--- src/rtl/core/rpc_pkg.sv ---
// Shared constants and token type for the reverse pair counter.
`default_nettype none

package rpc_pkg;

  localparam int unsigned MAX_ITEMS = 1024;
  localparam int unsigned DATA_W    = 32;
  localparam int unsigned PAIR_W    = 19;
  localparam int unsigned IDX_W     = (MAX_ITEMS > 1) ? $clog2(MAX_ITEMS) : 1;
  localparam int unsigned CNT_W     = $clog2(MAX_ITEMS + 1);

  localparam logic [PAIR_W-1:0] COUNT_MAX = {PAIR_W{1'b1}};

  localparam longint unsigned PAIRS_MAX =
    (longint'(MAX_ITEMS) * (longint'(MAX_ITEMS) - 1)) / 2;
  localparam logic [PAIR_W-1:0] PAIR_LIMIT =
    (PAIRS_MAX > longint'(COUNT_MAX)) ? COUNT_MAX : PAIR_W'(PAIRS_MAX);

  // element travelling down the cell row
  typedef struct packed {
    logic signed [DATA_W-1:0] value;
    logic                     last;
    logic                     drop;
    logic [IDX_W-1:0]         pos;
    logic [IDX_W-1:0]         hits;
  } token_t;

endpackage

`default_nettype wire

--- src/rtl/core/rpc_cell.sv ---
// One storage cell: holds one element, counts matches and passes the token on.
`default_nettype none

module rpc_cell (
  input  wire logic                        clk_i,
  input  wire logic                        rst_ni,
  input  wire logic                        en_i,
  input  wire logic [rpc_pkg::IDX_W-1:0]   idx_i,
  input  wire logic                        vld_i,
  input  wire rpc_pkg::token_t             tok_i,
  output logic                             vld_o,
  output rpc_pkg::token_t                  tok_o
);

  logic signed [rpc_pkg::DATA_W-1:0] stored_q;
  logic                              vld_q;
  rpc_pkg::token_t                   tok_q, tok_d;
  logic                              live;
  logic                              here;
  logic                              hit;

  always_comb begin
    live  = vld_i && !tok_i.drop;
    here  = live && (tok_i.pos == idx_i);
    hit   = live && (idx_i < tok_i.pos) &&
            ($signed({stored_q[rpc_pkg::DATA_W-1], stored_q}) >
             $signed({tok_i.value, 1'b0}));
    tok_d      = tok_i;
    tok_d.hits = tok_i.hits + rpc_pkg::IDX_W'(hit);
  end

  always_ff @(posedge clk_i or negedge rst_ni) begin
    if (!rst_ni) begin
      vld_q <= 1'b0;
    end else if (en_i) begin
      vld_q <= vld_i;
    end
  end

  always_ff @(posedge clk_i) begin
    if (en_i) begin
      tok_q <= tok_d;
    end
    if (en_i && here) begin
      stored_q <= tok_i.value;
    end
  end

  assign vld_o = vld_q;
  assign tok_o = tok_q;

endmodule

`default_nettype wire

--- config.mk ---
export PLATFORM = sky130hd
export DESIGN_NAME = rpc_cell
export DESIGN_NICKNAME = d
export VERILOG_FILES = /design/src/rtl/core/rpc_pkg.sv /design/src/rtl/core/rpc_cell.sv
export SDC_FILE = /design/constraint.sdc
export NUM_CORES = 1
export LEC_CHECK = 0
export BUFFER_PORTS_ARGS = -buffer_cell sky130_fd_sc_hd__buf_2
export CORE_ASPECT_RATIO = 0.8
export CORE_UTILIZATION = 51
export DETAILED_ROUTE_END_ITERATION = 16
export GPL_ROUTABILITY_DRIVEN = 1
export GPL_TIMING_DRIVEN = 0
export PLACE_DENSITY = 0.81
export SYNTH_ARGS = -nofsm -noshare
export SYNTH_HDL_FRONTEND = slang
export SYNTH_SLANG_ARGS = --single-unit
--- constraint.sdc ---
create_clock -name clk_i -period 2.9 [get_ports clk_i]
set_input_delay 0.58 -clock clk_i [delete_from_list [all_inputs] [get_ports clk_i]]
set_output_delay 0.58 -clock clk_i [all_outputs]
set_load 0.01 [all_outputs]
After elaboration in Yosys (flattened, before gate mapping). Cells that the tools add are included.

$add $sub $neg: 1. Reductions and logical operators: 6. Equal/unequal tests: 1. $lt $le $gt $ge: 2.

Operator list (count): $gt A32 B33 Y1 (1); $add A10 B1 Y10 (1); $eq A10 B10 Y1 (1); $lt A10 B10 Y1 (1); $logic_and A1 B1 Y1 (5); $logic_not A1 Y1 (1).

Output and inout bits: 55. Register bits: 87.

Longest topological paths before layout.
Depth after elaboration: 5. Gate-level depth with buffers: 13.

Worst setup path before layout. Ideal clock, no wire load.

Path type: in2reg. Start point: input tok_i[19] (netlist name). End point: register stored_q[0] (netlist name), enable pin. Required time: 2.399 ns. Stages on the path: 4. Path buffers: 0. Setup slack: -1.789 ns. Arrival: 4.188 ns. Path through: inv_1 ha_1 nand4_1 nor4_1.

Longest elaborated chain between the ends: 3.

Ends and longest elaborated chain: start: declaration (RTL line rpc_cell.sv:10) `input wire rpc_pkg::token_t tok_i,`; $eq A10 B10 Y1 (RTL line rpc_cell.sv:24) `here = live && (tok_i.pos == idx_i);`; $logic_and A1 B1 Y1 (RTL line rpc_cell.sv:24); $logic_and A1 B1 Y1 (RTL line rpc_cell.sv:44) `if (en_i && here) begin`; end signal: assignment (RTL line rpc_cell.sv:45) `stored_q <= tok_i.value;`; end: declaration (RTL line rpc_cell.sv:15) `logic signed [rpc_pkg::DATA_W-1:0] stored_q;`.

No other way between the ends. A chain may end at the register's enable or synchronous reset.

==> impl_metrics.py <==
metrics = {
    "outcome": {
        "status": "completed",
    },
    "place": {
        "placed_cell_area_sq_mm": 0.00467,
        "gp_congestion": 0.769,
        "numPortBuffers": 122,
        "place_ws_ns": -0.366,
        "dp_hpwl_um": 5220,
    },
    "grt": {
        "grt-ovfl-total": 0,
        "grt_pass1_vias": 2416,
        "grt_max_degree": 57,
        "track_usage_pct": 18.5,
        "grt_antenna_before_repair": 0,
        "grt_first_pass_wirelength_um": 10900,
    },
    "layout": {
        "fill_cells": 564,
        "final_area_sq_mm": 0.00492,
        "nNetsFinal": 515,
        "multi_input_area_sq_mm": 0.00116,
        "area_growth_pct": 26.7,
        "layout-drive-gt1-share_pct": 37.0,
        "regArea_sq_mm": 0.00261,
        "diodes": 0,
    },
    "logic_synthesis": {
        "netlist.top_cell.by_area": "edfxtp_1",
        "synthTopCellsByCount": "86 x edfxtp_1, 45 x inv_1, 44 x ha_1, 16 x nand2_1, 11 x a21oi_1",
        "synth_top_flop_cell": "edfxtp_1",
        "synth_warnings": 0,
        "synth-xor-area-share_pct": 1.80,
        "ys_async_sr_fraction_pct": 1.15,
        "synth-edff-count": 86,
        "synth_top_family_by_area": "adder cells",
        "syn_inst": 267,
        "netlist_area_sq_mm": 0.00388,
        "synth_cell_types": 33,
        "netlist.area_leader.share_pct": 66.5,
        "synthSimpleGateAreaFrac_pct": 6.28,
        "synth-compound-area-share_pct": 5.83,
        "synthAdderAreaFrac_pct": 14.2,
        "synth.most_common_cell": "edfxtp_1",
        "synth-seq-area-share_pct": 67.2,
        "synth_mux_area_share_pct": 0.290,
        "synth_fp_nets": 379,
        "synth-seq-cells": 87,
        "synth_area_leaders": "edfxtp_1 67%, ha_1 14%, inv_1 4.4%",
        "synth.avg_cell_area_sq_um": 14.5,
    },
    "worst_setup_path": {
        "critPathMostFrequentCell": "o21ai_1",
        "critical-path-max-stage-delay_ns": 0.38,
        "path_class": "reg2reg",
        "r2r_cells": 12,
        "r2r_slack_ns": 0.15,
        "cpMaxStageDelayCell": "edfxtp_1",
        "end_kind": "register",
        "crit_chain": "ha_1, nand4_1, nor4_4, o21ai_1, a311oi_2, o21ai_1, a21oi_2, ha_2, nand2_1, nor2_2, nand3_1, xnor2_1",
        "worstPathArrival_ns": 2.86,
        "cp_max_fo": 3,
        "critPathLaunchType": "register",
        "rr_endpoint": "tok_o[9]$_DFFE_PP_",
        "r2r-start": "stored_q[12]$_DFFE_PP_",
        "required_ns": 3.01,
    },
    "power_and_ir_drop": {
        "pwr-share-seq_pct": 56.9,
        "powerDensity_mw_per_mm2": 523,
        "power.leakage_nw": 2.21,
        "comb_power_share_pct": 10.9,
        "total_power_mw": 2.57,
        "swShare_pct": 22.5,
        "power_frac_clock_pct": 32.2,
        "ir_worst_vdd_mv": 0.385,
        "internal-power_mw": 2.00,
        "p_sw_mw": 0.578,
    },
    "timing": {
        "slew_viol_final": 0,
        "post-route-period-util_pct": 94.7,
        "rsz0062_at_grt": "true",
        "worstMarginPinSlew_ns": 0.789,
        "hold_slack_ns": 0.404,
        "finalSetupViolCount": 0,
        "hold_violations": 0,
        "timing.setup.tns_ns": 0,
        "finalWorstPathRequiredPeriod_ns": 2.75,
        "clock.fmax_mhz": 364,
        "skew_ns": 0.0112,
        "relSlewSlack_pct": 47.4,
        "layout_setup_ws_ns": 0.154,
    },
    "min_path": {
        "hp-start": "tok_i[21]",
        "min_path_cells": 1,
        "hold_end": "tok_o[21]$_DFFE_PP_",
        "hold_path_class": "in2reg",
    },
    "clock_network": {
        "clkSinkCount": 87,
        "clk_path_buf_depth": 2,
        "numCtsBuffers": 9,
        "htree_levels": 3,
        "tritoncts": "yes",
        "clk_pin_slew_ns": 0.09,
        "worstSkewPairLatency_ns": 0.35,
        "cts-root-buf": "clkbuf_8",
    },
    "routing": {
        "via_per_inst": 4.90,
        "drt_wl_total_um": 6960,
        "ant_nets": 0,
        "drt-pass1-iter-count": 4,
        "wl_per_cell_um": 13.6,
        "drt-initial-drc-count": 103,
        "drc_errors": 0,
        "vias": 2516,
    },
    "die": {
        "ioPinCount": 123,
        "start_util_pct": 52.5,
        "placementRows": 28,
        "core_area_sq_mm": 0.00739,
        "die_w_um": 99.6,
        "fp.dieArea_sq_mm": 0.00797,
        "die_h_um": 80.0,
    },
    "run": {
        "maxCapViolations": 0,
    },
}
## final cells by class
class	instances	share of cell area [%]
sequential	87	53.0
clock buffer	13	3.03
timing repair buffer	125	13.3
inverter	46	3.51
multi-input combinational	134	23.6
clock inverter	3	0.916
tap	105	2.67
## cells in the final DEF (no fill, tap or decap), types with 2 or more instances in the layout
cell        netlist  layout
nor4_4            0       2
xnor2_1           6       6
inv_1            45      45
edfxtp_1         86      86
clkbuf_1          0       3
a21o_1            5       5
a221oi_1          3       2
o21ai_0           3       3
nor2_1            7       6
ha_1             44      42
nand3_1           7       7
buf_8             0       2
nand2b_1          4       4
o21ai_1           4       4
clkinvlp_4        0       2
buf_2             0     121
nand4_1           6       6
a21oi_1          11      11
clkbuf_8          0      10
xor2_1            2       2
nand2_1          16      15
## worst max-delay path: cells and delay by family, from the launching register on
kind / cells / cell delay [ns]
AND/OR/NAND/NOR: 5 / 0.81
AO/OA/AOI/OAI: 4 / 0.63
adder cells (fa/ha/maj): 2 / 0.55
flip-flops: 1 / 0.38
XOR/XNOR: 1 / 0.13
## flip-flops by register name (all words and copies together) (netlist names)
name	cells
stored_q	32
tok_o	54
vld_o	1
## power by group through the flow
stage	logic (mW)	clock network [mW]	registers, mW
finish	0.280	0.829	1.47
global route	0.314	0.890	1.47
CTS	0.280	0.848	1.47
detailed placement	0.276	0	1.50
global placement	0.266	0	1.49
floorplan	0.0845	0	1.53
## kinds of logic after synthesis
family | count (synthesis)
multiplexers | 1
flip-flops | 87
XOR/XNOR | 8
AO/OA/AOI/OAI | 34
AND/OR/NAND/NOR | 47
adder cells (fa/ha/maj) | 44
buffers and inverters | 46
## worst max path at each step
stage,startpoint,endpoint,slack (ns)
after floorplan,tok_i[36],tok_o[8]$_DFFE_PP_,0.13
after global placement,en_i,stored_q[29]$_DFFE_PP_,-0.97
after detailed placement,tok_i[36],tok_o[8]$_DFFE_PP_,-0.37
after CTS,stored_q[15]$_DFFE_PP_,tok_o[8]$_DFFE_PP_,0.04
after global routing,stored_q[12]$_DFFE_PP_,tok_o[9]$_DFFE_PP_,0.001
final,stored_q[12]$_DFFE_PP_,tok_o[9]$_DFFE_PP_,0.15
## timing repair
item                                   in CTS  in global routing
pin swaps                                   0                  2
endpoints found under the hold margin       1                  0
resized for setup                           1                  8
hold buffers                                1                  0
setup endpoints to repair                   1                 16
setup buffers                               0                  0
## metrics by stage
stage	cells	util, %
2_1_floorplan	267	-
3_3_place_gp	494	62.8
3_5_place_dp	496	63.2
4_1_cts	513	66.0
5_1_grt	513	66.5
6_report	513	66.5
## routing by layer
metal / track usage [%] / routed length [um]
met1: 22.9 / 3090
met2: 30.4 / 3350
met3: 5.87 / 418
met4: 6.91 / 96
met5: 0 / 0
Power figures use the tool's default switching activity.
