===== src/rtl/core/rpc_pkg.sv =====
// Shared constants and token type for the reverse pair counter.
`default_nettype none

package rpc_pkg;

  localparam int unsigned MAX_ITEMS = 1024;
  localparam int unsigned DATA_W    = 32;
  localparam int unsigned PAIR_W    = 19;
  localparam int unsigned IDX_W     = (MAX_ITEMS > 1) ? $clog2(MAX_ITEMS) : 1;
  localparam int unsigned CNT_W     = $clog2(MAX_ITEMS + 1);

  localparam logic [PAIR_W-1:0] COUNT_MAX = {PAIR_W{1'b1}};

  localparam longint unsigned PAIRS_MAX =
    (longint'(MAX_ITEMS) * (longint'(MAX_ITEMS) - 1)) / 2;
  localparam logic [PAIR_W-1:0] PAIR_LIMIT =
    (PAIRS_MAX > longint'(COUNT_MAX)) ? COUNT_MAX : PAIR_W'(PAIRS_MAX);

  // element travelling down the cell row
  typedef struct packed {
    logic signed [DATA_W-1:0] value;
    logic                     last;
    logic                     drop;
    logic [IDX_W-1:0]         pos;
    logic [IDX_W-1:0]         hits;
  } token_t;

endpackage

`default_nettype wire


===== src/rtl/core/rpc_tail.sv =====
// End of the cell row: saturating set total, drop flag and result register.
`default_nettype none

module rpc_tail (
  input  wire logic                         clk_i,
  input  wire logic                         rst_ni,
  input  wire logic                         en_i,
  input  wire logic                         vld_i,
  input  wire rpc_pkg::token_t              tok_i,
  input  wire logic                         out_ready_i,
  output logic                              out_valid_o,
  output logic [rpc_pkg::PAIR_W-1:0]        pair_count_o,
  output logic                              overflowed_o
);

  logic [rpc_pkg::PAIR_W-1:0] total_q;
  logic                       drop_q;
  logic                       out_valid_q;
  logic [rpc_pkg::PAIR_W-1:0] pair_q;
  logic                       ovf_q;
  logic [rpc_pkg::PAIR_W:0]   sum;
  logic [rpc_pkg::PAIR_W-1:0] sat;
  logic                       drop_any;
  logic                       take;

  always_comb begin
    take     = en_i && vld_i;
    sum      = {1'b0, total_q} + (rpc_pkg::PAIR_W + 1)'(tok_i.hits);
    sat      = (sum > {1'b0, rpc_pkg::COUNT_MAX}) ? rpc_pkg::COUNT_MAX
                                                  : sum[rpc_pkg::PAIR_W-1:0];
    drop_any = drop_q || tok_i.drop;
  end

  always_ff @(posedge clk_i or negedge rst_ni) begin
    if (!rst_ni) begin
      total_q     <= '0;
      drop_q      <= 1'b0;
      out_valid_q <= 1'b0;
    end else begin
      if (take) begin
        if (tok_i.last) begin
          total_q <= '0;
          drop_q  <= 1'b0;
        end else begin
          total_q <= sat;
          drop_q  <= drop_any;
        end
      end
      if (take && tok_i.last) begin
        out_valid_q <= 1'b1;
      end else if (out_ready_i) begin
        out_valid_q <= 1'b0;
      end
    end
  end

  always_ff @(posedge clk_i) begin
    if (take && tok_i.last) begin
      pair_q <= sat;
      ovf_q  <= drop_any;
    end
  end

  assign out_valid_o  = out_valid_q;
  assign pair_count_o = pair_q;
  assign overflowed_o = ovf_q;

endmodule

`default_nettype wire


===== config.mk =====
export PLATFORM = sky130hd
export DESIGN_NAME = rpc_tail
export DESIGN_NICKNAME = d
export VERILOG_FILES = /design/src/rtl/core/rpc_pkg.sv /design/src/rtl/core/rpc_tail.sv
export SDC_FILE = /design/constraint.sdc
export NUM_CORES = 1
export LEC_CHECK = 0
export BUFFER_PORTS_ARGS = -buffer_cell sky130_fd_sc_hd__buf_2
export CAP_MARGIN = 10
export CORE_MARGIN = 8
export CORE_UTILIZATION = 50
export DETAILED_ROUTE_END_ITERATION = 12
export PLACE_DENSITY_LB_ADDON = 0.15
export SETUP_SLACK_MARGIN = 0.3
export SKIP_CTS_REPAIR_TIMING = 1
export SLEW_MARGIN = 20
export SYNTH_ARGS = -nofsm -noshare
export SYNTH_HDL_FRONTEND = slang
export SYNTH_SLANG_ARGS = --single-unit

===== constraint.sdc =====
create_clock -name clk_i -period 2.8 [get_ports clk_i]
set_input_delay 0.56 -clock clk_i [delete_from_list [all_inputs] [get_ports clk_i]]
set_output_delay 0.56 -clock clk_i [all_outputs]
set_load 0.05 [all_outputs]

; Word level (Yosys, flattened, before mapping)
; Cells that the tools add are included.
[word_totals]
regBits = 41
inputBits = 59
elab_cells = 16
out_inout_bits = 21
[op_classes]
magnitude_cmp = 1
reduce_logical = 4
addsub = 1
mux = 5
[op_table]
columns = cell, count
row1 = 2-to-1 mux 19 bit, 2
row2 = adder 19 x 10 -> 20 bit, 1
row3 = "greater-than comparator 20 x 19 -> 1 bit, second input constant", 1
row4 = 2-to-1 mux 1 bit, 3
row5 = logical AND 1 bit, 2
row6 = nonzero test 2 bit, 1
row7 = logical OR 1 bit, 1

; Depth between registers and ports, before layout
; Gate-level depths: netlist of the first run.
[depth]
word_depth = 4
depth_mapped = 10
depth_no_buf = 9

; Worst setup path before layout of the first run
; Ideal clock, no wire load.
[synth_timing]
path_kind = input port to flip-flop
start = in tok_i[0] (netlist bit)
end = reg pair_q, in the netlist pair_count_o[16] (data pin)
cell_stages = 10
setup_slack_ns = 0.324
required_ns = 2.543
n_path_buf = 1
setup_ns = 0.257
arrival_time_ns = 2.219
cell_sequence = ha_1 -> inv_1 -> fa_1 -> nor2b_1 -> o21bai_1 -> a311oi_2 -> or2_2 -> buf_4 -> and3_1 -> o21ai_1
[synth_via]
elab_chain_len = 3
[synth_lines]
columns = element, line
row1 = start: declaration, rpc_tail.sv:9  ; input wire rpc_pkg::token_t tok_i,
row2 = adder 19 x 10 -> 20 bit (*), rpc_tail.sv:28  ; sum = {1'b0, total_q} + (rpc_pkg::PAIR_W + 1)'(tok_i.hits);
row3 = greater-than comparator 20 x 19 -> 1 bit, rpc_tail.sv:29  ; sat = (sum > {1'b0, rpc_pkg::COUNT_MAX}) ? rpc_pkg::COUNT_MAX
row4 = 2-to-1 mux 19 bit (*), rpc_tail.sv:29
row5 = net sat (one bit), rpc_tail.sv:22  ; logic [rpc_pkg::PAIR_W-1:0] sat;
row6 = end signal: assignment, rpc_tail.sv:59  ; pair_q <= sat;
row7 = end: declaration, rpc_tail.sv:19  ; logic [rpc_pkg::PAIR_W-1:0] pair_q;
; The timed path passes the listed nets; every way through them passes the cells marked *.
; A chain may end at the register's enable or synchronous reset.

; Worst setup path after layout of the first run
[layout_timing]
start = reg total_q[6] (netlist bit)
end = reg total_q[14] (netlist bit)
[layout_via]
elab_chain_len = 4
[layout_lines]
columns = element, line
row1 = start: declaration, rpc_tail.sv:16  ; logic [rpc_pkg::PAIR_W-1:0] total_q;
row2 = start signal: assignment, rpc_tail.sv:45  ; total_q <= sat;
row3 = adder 19 x 10 -> 20 bit (*), rpc_tail.sv:28
row4 = greater-than comparator 20 x 19 -> 1 bit, rpc_tail.sv:29
row5 = 2-to-1 mux 19 bit (*), rpc_tail.sv:29
row6 = 2-to-1 mux 19 bit (*), rpc_tail.sv:41  ; if (tok_i.last) begin
; Mark *: on every way between the ends. The rest lies on a longest branch, timed or not.

==> results of run 1 <==
[cell families after synthesis]
| logic type | synth area share, % |
|---|---|
| xor gates and xnor gates | 3.082 |
| and+or+nand+nor | 13.26 |
| muxes | 0.4953 |
| adders and majority gates | 6.384 |
| DFF | 49.53 |
| buffers and inverters | 4.843 |
| AOI/OAI and AO/OA | 22.40 |
[report_power, final]
| group | switching (µW) | leakage (µW) | internal [µW] | total (µW) |
|---|---|---|---|---|
| registers | 34.1 | 0.000459 | 727 | 761 |
| logic | 364 | 0.000698 | 229 | 593 |
| clock network | 222 | 0.0000687 | 359 | 581 |
[area by class of cell]
type	count	area, µm²
Clock inverter	3	68.82
Inverter	10	37.54
Tap cell	52	65.06
Timing Repair Buffer	46	265.3
Sequential cell	41	1126
Clock buffer	5	68.82
Multi-Input combinational cell	151	1039
Fill cell	370	1684
[registers in the layout, summed over array words and instances (netlist names)]
register	count
pair_count_o	19
total_q	19
overflowed_o	1
drop_q	1
out_valid_o	1
[cell usage after synthesis (2+ instances only)]
library cell | instances | area, µm²
clkbuf_1 | 5 | 18.77
a22o_1 | 8 | 70.07
xor2_1 | 4 | 35.03
nor3_1 | 2 | 10.01
a21oi_1 | 13 | 65.06
dfrtp_1 | 21 | 525.5
and2_1 | 3 | 18.77
o21ai_0 | 10 | 50.05
o21ai_1 | 2 | 10.01
buf_4 | 2 | 15.01
a41oi_1 | 2 | 17.52
xnor2_1 | 4 | 35.03
a211oi_1 | 2 | 15.01
nand2_1 | 22 | 82.58
a31oi_1 | 12 | 75.07
or2_2 | 2 | 12.51
ha_1 | 10 | 125.1
a21o_1 | 6 | 45.04
nor2b_1 | 2 | 12.51
nand3_1 | 6 | 30.03
edfxtp_1 | 20 | 600.6
buf_6 | 3 | 33.78
inv_1 | 10 | 37.54
a41o_1 | 4 | 40.04
nand4_1 | 2 | 12.51
and3_1 | 5 | 31.28
nor2_1 | 8 | 30.03
and4_1 | 2 | 17.52
nand2b_1 | 2 | 12.51
[cells in the final DEF (no fill, tap or decap), types with 3 or more instances in the layout]
master	n
a21o_1	5
a21oi_1	13
a22o_1	8
a31oi_1	12
a41o_1	4
and2_1	3
and3_1	5
buf_2	37
buf_4	8
clkbuf_8	5
dfrtp_1	21
edfxtp_1	20
ha_1	10
inv_1	10
nand2_1	22
nand3_1	6
nor2_1	8
o21ai_0	10
xnor2_1	4
xor2_1	4
[stage by stage]
| stage | std cells | util, % | cell area (µm²) | setup slack [ns] | hold WS [ns] |
|---|---|---|---|---|---|
| after floorplan | 213 | - | 2273 | 0.3235 | 0.2644 |
| after global placement | 300 | 58.13 | 2531 | 0.1294 | 0.4924 |
| after detailed placement | 300 | 58.13 | 2531 | 0.08577 | 0.5012 |
| after CTS | 308 | 61.29 | 2669 | 0.3517 | 0.2318 |
| after global routing | 308 | 61.32 | 2670 | 0.3155 | 0.2443 |
| final | 308 | 61.32 | 2670 | 0.4398 | 0.2245 |
[metal layers]
metal	GRT usage [%]	wire, µm	up-vias
met2	22.98	2346	45
met4	5.024	70	0
met1	18.76	2446	845
met5	0	0	-
met3	4.297	242	7
li1	-	-	883
[final timing paths]
path | cells after the start | slack, ns | endpoint
worst max-delay path | 8 | 0.44 | total_q[14]
worst min-delay path | 1 | 0.22 | total_q[3]
worst max register to register | 8 | 0.44 | total_q[14]
worst min register to register | 1 | 0.52 | total_q[0]
max in group asynchronous | 1 | 2.23 | total_q[18]
min in group clk_i | 2 | 0.45 | out_valid_o
==> results.json, run 1 <==
{
  "drv_slew": 0,
  "cts_made_buffers": 5,
  "skew_ns": 0.005213,
  "relSlewSlack_pct": 62.80,
  "grt_overflow": 0,
  "drtAntennaViolNets": 0,
  "clockBufferDepth": 2,
  "min_period_over_period_pct": 84.29,
  "endpoint_kind": "flip-flop",
  "cellPowerDensity_nw_per_um2": 724.7,
  "layout.nets": 325,
  "first_pass_iters": 4,
  "arrival_ns": 2.58,
  "ios": 80,
  "hold_class": "in -> async",
  "yosysWarningCount": 0,
  "crit_family": "compound AO/OA/AOI/OAI gates",
  "synth_area_um2": 2273,
  "critPathSlowestCell": "ha_1",
  "rows": 24,
  "peakVddDrop_mv": 0.3982,
  "crit_required_ns": 3.02,
  "drv_cap": 0,
  "syn_to_final_growth_pct": 17.45,
  "track_usage_pct": 14.66,
  "fp.dieArea_um2": 6961,
  "ys_seq_elements": 41,
  "status": "finished clean",
  "clockRootBuffer": "clkbuf_8",
  "critical_path_peak_fanout": 12,
  "crit_type": "reg -> reg",
  "cts_tree": "built",
  "reg2reg_from": "total_q[6]",
  "synth_edf_count": 20,
  "grt_pass1_wl_um": 8418,
  "synth_area_per_cell_um2": 10.67,
  "vias": 1780,
  "setup-violations-final": 0,
  "path_buf_inv": 1,
  "clk_latency_ns": 0.30,
  "rsz0062_at_grt": "false",
  "fp.dieW_um": 83.43,
  "async_flop_share_pct": 51.22,
  "fin_crit_ns": 2.360,
  "n_antenna_cell": 0,
  "routed_wl_um": 5106,
  "yosysUniqueCellTypes": 48,
  "finalPower_uw": 1935,
  "core-area_um2": 4354,
  "crit_start": "total_q[6]",
  "slowest_delay_ns": 0.42,
  "dp_hpwl_um": 3655,
  "ys_seq_area_share_pct": 49.53,
  "route.detailed.drc": 0,
  "drive_gt1_share_pct": 25.39,
  "fin_setup_tns_ns": 0,
  "gp_congestion": 0.8024,
  "antenna_found_initial": 0,
  "start_util_pct": 52.21,
  "cp_cell_sequence": "ha_1 -> nand4_1 -> a211oi_2 -> o21ai_1 -> a21o_2 -> buf_4 -> a41o_1 -> a21oi_1",
  "cp-start-kind": "flip-flop",
  "drt-vias-per-instance": 5.779,
  "clkSinkCount": 41,
  "post_drt_wl_per_cell_um": 16.58,
  "leakage_uw": 0.001226,
  "synthFlopType": "dfrtp_1",
  "portBuffers": 37,
  "htreeDepth": 2,
  "hold_viol": 0,
  "tightest_slew_ns": 0.5559,
  "grt_max_degree": 22,
  "clk_pin_slew_worst_paths_ns": 0.08,
  "postSynthCellCount": 213,
  "fmax_ghz": 0.4237,
  "grt_pass1_vias": 1784,
  "synthesis.nets": 283,
  "drtIter0Drc": 176,
  "die_h_um": 83.43
}
Power figures use the tool's default switching activity.
==> run 2: changes to the inputs <==
--- a/config.mk
+++ b/config.mk
@@ -8,7 +8,7 @@
 export BUFFER_PORTS_ARGS = -buffer_cell sky130_fd_sc_hd__buf_2
 export CAP_MARGIN = 10
 export CORE_MARGIN = 8
-export CORE_UTILIZATION = 50
+export CORE_UTILIZATION = 45
 export DETAILED_ROUTE_END_ITERATION = 12
 export PLACE_DENSITY_LB_ADDON = 0.15
 export SETUP_SLACK_MARGIN = 0.3
==> constraint.sdc (replaced) <==
create_clock -name clk_i -period 2 [get_ports clk_i]
set_input_delay 0.4 -clock clk_i [delete_from_list [all_inputs] [get_ports clk_i]]
set_output_delay 0.4 -clock clk_i [all_outputs]
set_load 0.05 [all_outputs]
==> results.json, run 2 (synthesized netlist as in run 1, its figures left out) <==
{
  "status": "finished with violations",
  "violations": "negative setup slack",
  "crit_required_ns": 2.06,
  "critical_path_peak_fanout": 7,
  "cp_cell_sequence": "ha_4 -> inv_2 -> fa_2 -> nor2b_2 -> o21bai_2 -> a311oi_2 -> or2_4 -> and3_4 -> o21ai_2",
  "multi_input_area_um2": 1401,
  "dpl_cell_area_um2": 2999,
  "leakage_uw": 0.001471,
  "cts_tree": "built",
  "wirelength_met1_um": 2607,
  "portBuffers": 37,
  "clockRootBuffer": "clkbuf_8",
  "syn_to_final_growth_pct": 51.02,
  "grt_pass1_wl_um": 9335,
  "ff2ff_setup_slack_ns": -0.22,
  "drive_gt1_share_pct": 52.84,
  "skew_ns": 0.005665,
  "hold_ws_ns": 0.06349,
  "route.detailed.drc": 0,
  "core-area_um2": 4977,
  "final_cell_mix": "buf_2 (37), buf_4 (36), dfrtp_1 (21)",
  "clk_latency_ns": 0.30,
  "hold_class": "in -> async",
  "fill_cells": 356,
  "cp-start-kind": "flip-flop",
  "regArea_um2": 1126,
  "rsz0062_at_grt": "true",
  "fp.dieW_um": 87.08,
  "reg2reg_from": "total_q[0]",
  "cts_made_buffers": 5,
  "fp.dieArea_um2": 7582,
  "drv_slew": 0,
  "n_antenna_cell": 0,
  "tightest_slew_ns": 0.5225,
  "top_layer": "met4",
  "critPathSlowestCell": "dfrtp_1",
  "antenna_found_initial": 0,
  "peakVddDrop_mv": 0.6373,
  "ios": 80,
  "grt_overflow": 0,
  "drtAntennaViolNets": 0,
  "routed_wl_um": 5892,
  "crit_family": "simple AND/OR/NAND/NOR gates",
  "arrival_ns": 2.28,
  "final_area_um2": 3433,
  "drt-vias-per-instance": 5.312,
  "wl_met3_um": 274,
  "grt_max_degree": 22,
  "path_buf_inv": 1,
  "crit_type": "reg -> reg",
  "layout.nets": 368,
  "final_common_cell": "buf_2",
  "cellPowerDensity_nw_per_um2": 916.9,
  "vias": 1960,
  "drtIter0Drc": 133,
  "dp_hpwl_um": 4078,
  "slowest_delay_ns": 0.39,
  "setup-violations-final": 26,
  "start_util_pct": 45.68,
  "die_h_um": 87.08,
  "min_period_over_period_pct": 111.0,
  "post_drt_wl_per_cell_um": 15.97,
  "fin_crit_ns": 2.220,
  "clockBufferDepth": 2,
  "drv_cap": 0,
  "endpoint_kind": "flip-flop",
  "rows": 26,
  "htreeDepth": 2,
  "fin_ws_ns": -0.2198,
  "grt_pass1_vias": 1974,
  "first_pass_iters": 4,
  "clkSinkCount": 41,
  "place_ws_ns": -0.3614,
  "relSlewSlack_pct": 65.17,
  "reg2reg_to": "pair_count_o[16]",
  "fin_util_pct": 68.98,
  "clk_pin_slew_worst_paths_ns": 0.08,
  "worst_r2r_path_depth": 9,
  "hold_viol": 0,
  "worst-path-stages": 9,
  "crit_path_end": "pair_count_o[16]",
  "gp_congestion": 0.8086,
  "crit_start": "total_q[0]",
  "track_usage_pct": 15.75,
  "fmax_ghz": 0.4505,
  "wl_met2_um": 2923,
  "fin_setup_tns_ns": -2.300
}
## run 2: cell type report
cell class              count  share of cell area [%]
multi-input cells         151                   40.82
flip-flops and latches     41                   32.80
repair buffers             89                   19.13
well taps                  70                   2.551
clock buffers               6                   2.405
inverters                  10                   1.203
clock inverters             2                   1.093
## run 2: worst min-delay path by stage
| stage | end | slack, ns | depth (start not counted) | start |
|---|---|---|---|---|
| detailed placement | total_q[4] | 0.41 | 1 | rst_ni |
| global route | total_q[2] | 0.11 | 1 | rst_ni |
| floorplan | drop_q | 0.10 | 0 | rst_ni |
| CTS | total_q[4] | 0.08 | 1 | rst_ni |
| finish | total_q[4] | 0.06 | 1 | rst_ni |
| global placement | total_q[5] | 0.41 | 1 | rst_ni |
## run 2: layer usage
| metal | vias up | GRT usage (%) |
|---|---|---|
| met1 | 938 | 18.84 |
| li1 | 970 | - |
| met3 | 7 | 3.491 |
| met5 | - | 0 |
| met4 | 0 | 6.103 |
| met2 | 45 | 26.72 |
## run 2: metrics by stage
stage | instances | power (µW)
2_1_floorplan | 213 | 1879
3_3_place_gp | 348 | 2206
3_5_place_dp | 348 | 2227
4_1_cts | 356 | 2943
5_1_grt | 369 | 3305
6_report | 369 | 3148
## run 2: where the power goes
| group | switching [µW] | leakage (µW) | internal (µW) |
|---|---|---|---|
| Sequential | 70.0 | 0.000459 | 1020 |
| Clock | 302 | 0.0000574 | 406 |
| Combinational | 679 | 0.000955 | 673 |
| Total | 1050 | 0.00147 | 2100 |
==> run 3: changes to the inputs <==
--- a/config.mk
+++ b/config.mk
@@ -5,10 +5,11 @@
 export SDC_FILE = /design/constraint.sdc
 export NUM_CORES = 1
 export LEC_CHECK = 0
+export ABC_AREA = 1
 export BUFFER_PORTS_ARGS = -buffer_cell sky130_fd_sc_hd__buf_2
 export CAP_MARGIN = 10
-export CORE_MARGIN = 8
-export CORE_UTILIZATION = 45
+export CORE_MARGIN = 2
+export CORE_UTILIZATION = 46
 export DETAILED_ROUTE_END_ITERATION = 12
 export PLACE_DENSITY_LB_ADDON = 0.15
 export SETUP_SLACK_MARGIN = 0.3
==> results.json, run 3 <==
{
  "tightest_slew_ns": 0.5334,
  "clockRootBuffer": "clkbuf_8",
  "portBuffers": 37,
  "rsz0062_at_grt": "true",
  "yosys-top-cells-area": "edfxtp_1 (25%), dfrtp_1 (22%), nand2_1 (18%), inv_1 (5.9%), nand2_4 (5.6%)",
  "hold_viol": 0,
  "synth_area_per_cell_um2": 8.220,
  "synth_area_um2": 2425,
  "fp.dieW_um": 76.61,
  "start_util_pct": 47.48,
  "gp_congestion": 0.8935,
  "drv_slew": 0,
  "clk_latency_ns": 0.29,
  "die_h_um": 76.61,
  "async_flop_share_pct": 51.22,
  "synthFlopType": "dfrtp_1",
  "cts_tree": "built",
  "synth_commonest_cells": "nand2_1 (119), inv_1 (38), dfrtp_1 (21)",
  "vias": 2067,
  "cts_made_buffers": 5,
  "leakage_uw": 0.001655,
  "synth_top_cell_by_area": "edfxtp_1",
  "core-area_um2": 5107,
  "layout.cells.non_filler": 428,
  "regArea_um2": 1126,
  "clockBufferDepth": 2,
  "grt_pass1_wl_um": 8597,
  "track_usage_pct": 18.46,
  "critPathSlowestCell": "dfrtp_1",
  "path_buf_inv": 3,
  "drv_cap": 0,
  "hold_class": "in -> async",
  "fmax_ghz": 0.5431,
  "final_common_cell": "nand2_1",
  "grt_pass1_vias": 1852,
  "yosysWarningCount": 0,
  "drive_gt1_share_pct": 39.39,
  "rows": 26,
  "fin_crit_ns": 1.841,
  "post_drt_wl_per_cell_um": 12.64,
  "arrival_ns": 1.89,
  "crit_required_ns": 2.05,
  "cp_cell_sequence": "ha_4 -> inv_2 -> fa_2 -> inv_2 -> nand3_2 -> nand3_2 -> nand2_2 -> nand2_4 -> buf_12 -> xnor2_4 -> nand2_4",
  "n_antenna_cell": 0,
  "drt-vias-per-instance": 4.829,
  "clkSinkCount": 41,
  "first_pass_iters": 4,
  "skew_ns": 0.009262,
  "critical_path_peak_fanout": 3,
  "peakVddDrop_mv": 0.5637,
  "ys_seq_area_share_pct": 46.44,
  "ys_seq_elements": 41,
  "antenna_found_initial": 0,
  "endpoint_kind": "flip-flop",
  "synthesis.nets": 365,
  "postSynthCellCount": 295,
  "relSlewSlack_pct": 64.44,
  "fp.dieArea_um2": 5868,
  "min_period_over_period_pct": 92.07,
  "ios": 80,
  "grt_max_degree": 22,
  "yosysMostFrequentCell": "nand2_1",
  "dp_hpwl_um": 3806,
  "dp.cells": 408,
  "cp-start-kind": "flip-flop",
  "route.detailed.drc": 0,
  "syn_to_final_growth_pct": 37.72,
  "routed_wl_um": 5412,
  "layout.nets": 427,
  "cellPowerDensity_nw_per_um2": 1028,
  "final_cell_mix": "nand2_1 (101), buf_2 (37), inv_1 (34)",
  "drtIter0Drc": 88,
  "setup-violations-final": 0,
  "clk_pin_slew_worst_paths_ns": 0.08,
  "drtAntennaViolNets": 0,
  "crit_family": "adder cells",
  "synth_edf_count": 20,
  "multi_input_area_um2": 1478,
  "yosysUniqueCellTypes": 29,
  "fin_setup_tns_ns": 0,
  "slowest_delay_ns": 0.40,
  "htreeDepth": 2,
  "synth_top_area_share_pct": 24.77,
  "crit_type": "reg -> reg",
  "grt_overflow": 0,
  "fill_cells": 430,
  "status": "finished clean"
}
run 3: cell families (layout without fill, tap and decap cells):
kind of cell               count (synthesis)  count (layout)  share of synthesized area [%]
DFF                                       41              41                          46.44
adders and majority gates                 11              11                          5.986
AOI/OAI and AO/OA                         14              14                          3.199
and+or+nand+nor                          179             180                          34.37
xor gates and xnor gates                   7               7                          2.528
buffers and inverters                     43             105                          7.482
run 3: final timing paths:
| check | start | to | slack [ns] | cells past startpoint |
|---|---|---|---|---|
| worst min-delay path | rst_ni | total_q[8] | 0.08 | 1 |
| min in group clk_i | out_ready_i | out_valid_o | 0.31 | 2 |
| worst max-delay path | total_q[0] | pair_count_o[8] | 0.16 | 11 |
| max in group asynchronous | rst_ni | total_q[16] | 1.56 | 1 |
| worst min register to register | drop_q | drop_q | 0.49 | 2 |
| worst max register to register | total_q[0] | pair_count_o[8] | 0.16 | 11 |
run 3: worst reg2reg max path, stage by stage (launching register included):
cell	delay (ns)
dfrtp_1	0.40
ha_4	0.15
inv_2	0.03
fa_2	0.35
inv_2	0.08
nand3_2	0.06
nand3_2	0.08
nand2_2	0.08
nand2_4	0.10
buf_12	0.11
xnor2_4	0.11
nand2_4	0.05
run 3: cell type report:
class                           count  share of cell area (%)
Multi-Input combinational cell    212                   44.25
Clock buffer                        5                   2.061
Timing Repair Buffer               58                   11.02
Inverter                           39                   4.384
Tap cell                           70                   2.623
Sequential cell                    41                   33.72
Clock inverter                      3                   1.948
run 3: report_power, final:
part / leakage, µW / total [µW] / internal (µW) / switching [µW]
Sequential: 0.000464 / 1120 / 1030 / 89.2
Clock: 0.0000681 / 787 / 496 / 291
Combinational: 0.00112 / 1530 / 700 / 829
Total: 0.00165 / 3430 / 2220 / 1210
run 3: routing by layer:
layer	GRT usage, %	vias up	wire length (µm)
li1	-	1057	-
met1	25.12	960	2482
met2	30.27	41	2637
met3	3.673	9	205
met4	4.909	0	87
met5	0	-	0
run 3: metrics by stage:
stage               setup WS, ns  utilization (%)  hold WS [ns]  area (µm²)  total power (µW)
CTS                       0.1328            59.04        0.1007        3015              3109
floorplan                 0.2699                -        0.1044        2556              2047
global route             0.05953            65.38        0.1004        3339              3644
finish                    0.1586            65.38       0.07890        3339              3434
global placement         0.03103            56.42        0.4178        2882              2296
detailed placement       0.01651            56.42        0.4155        2882              2317
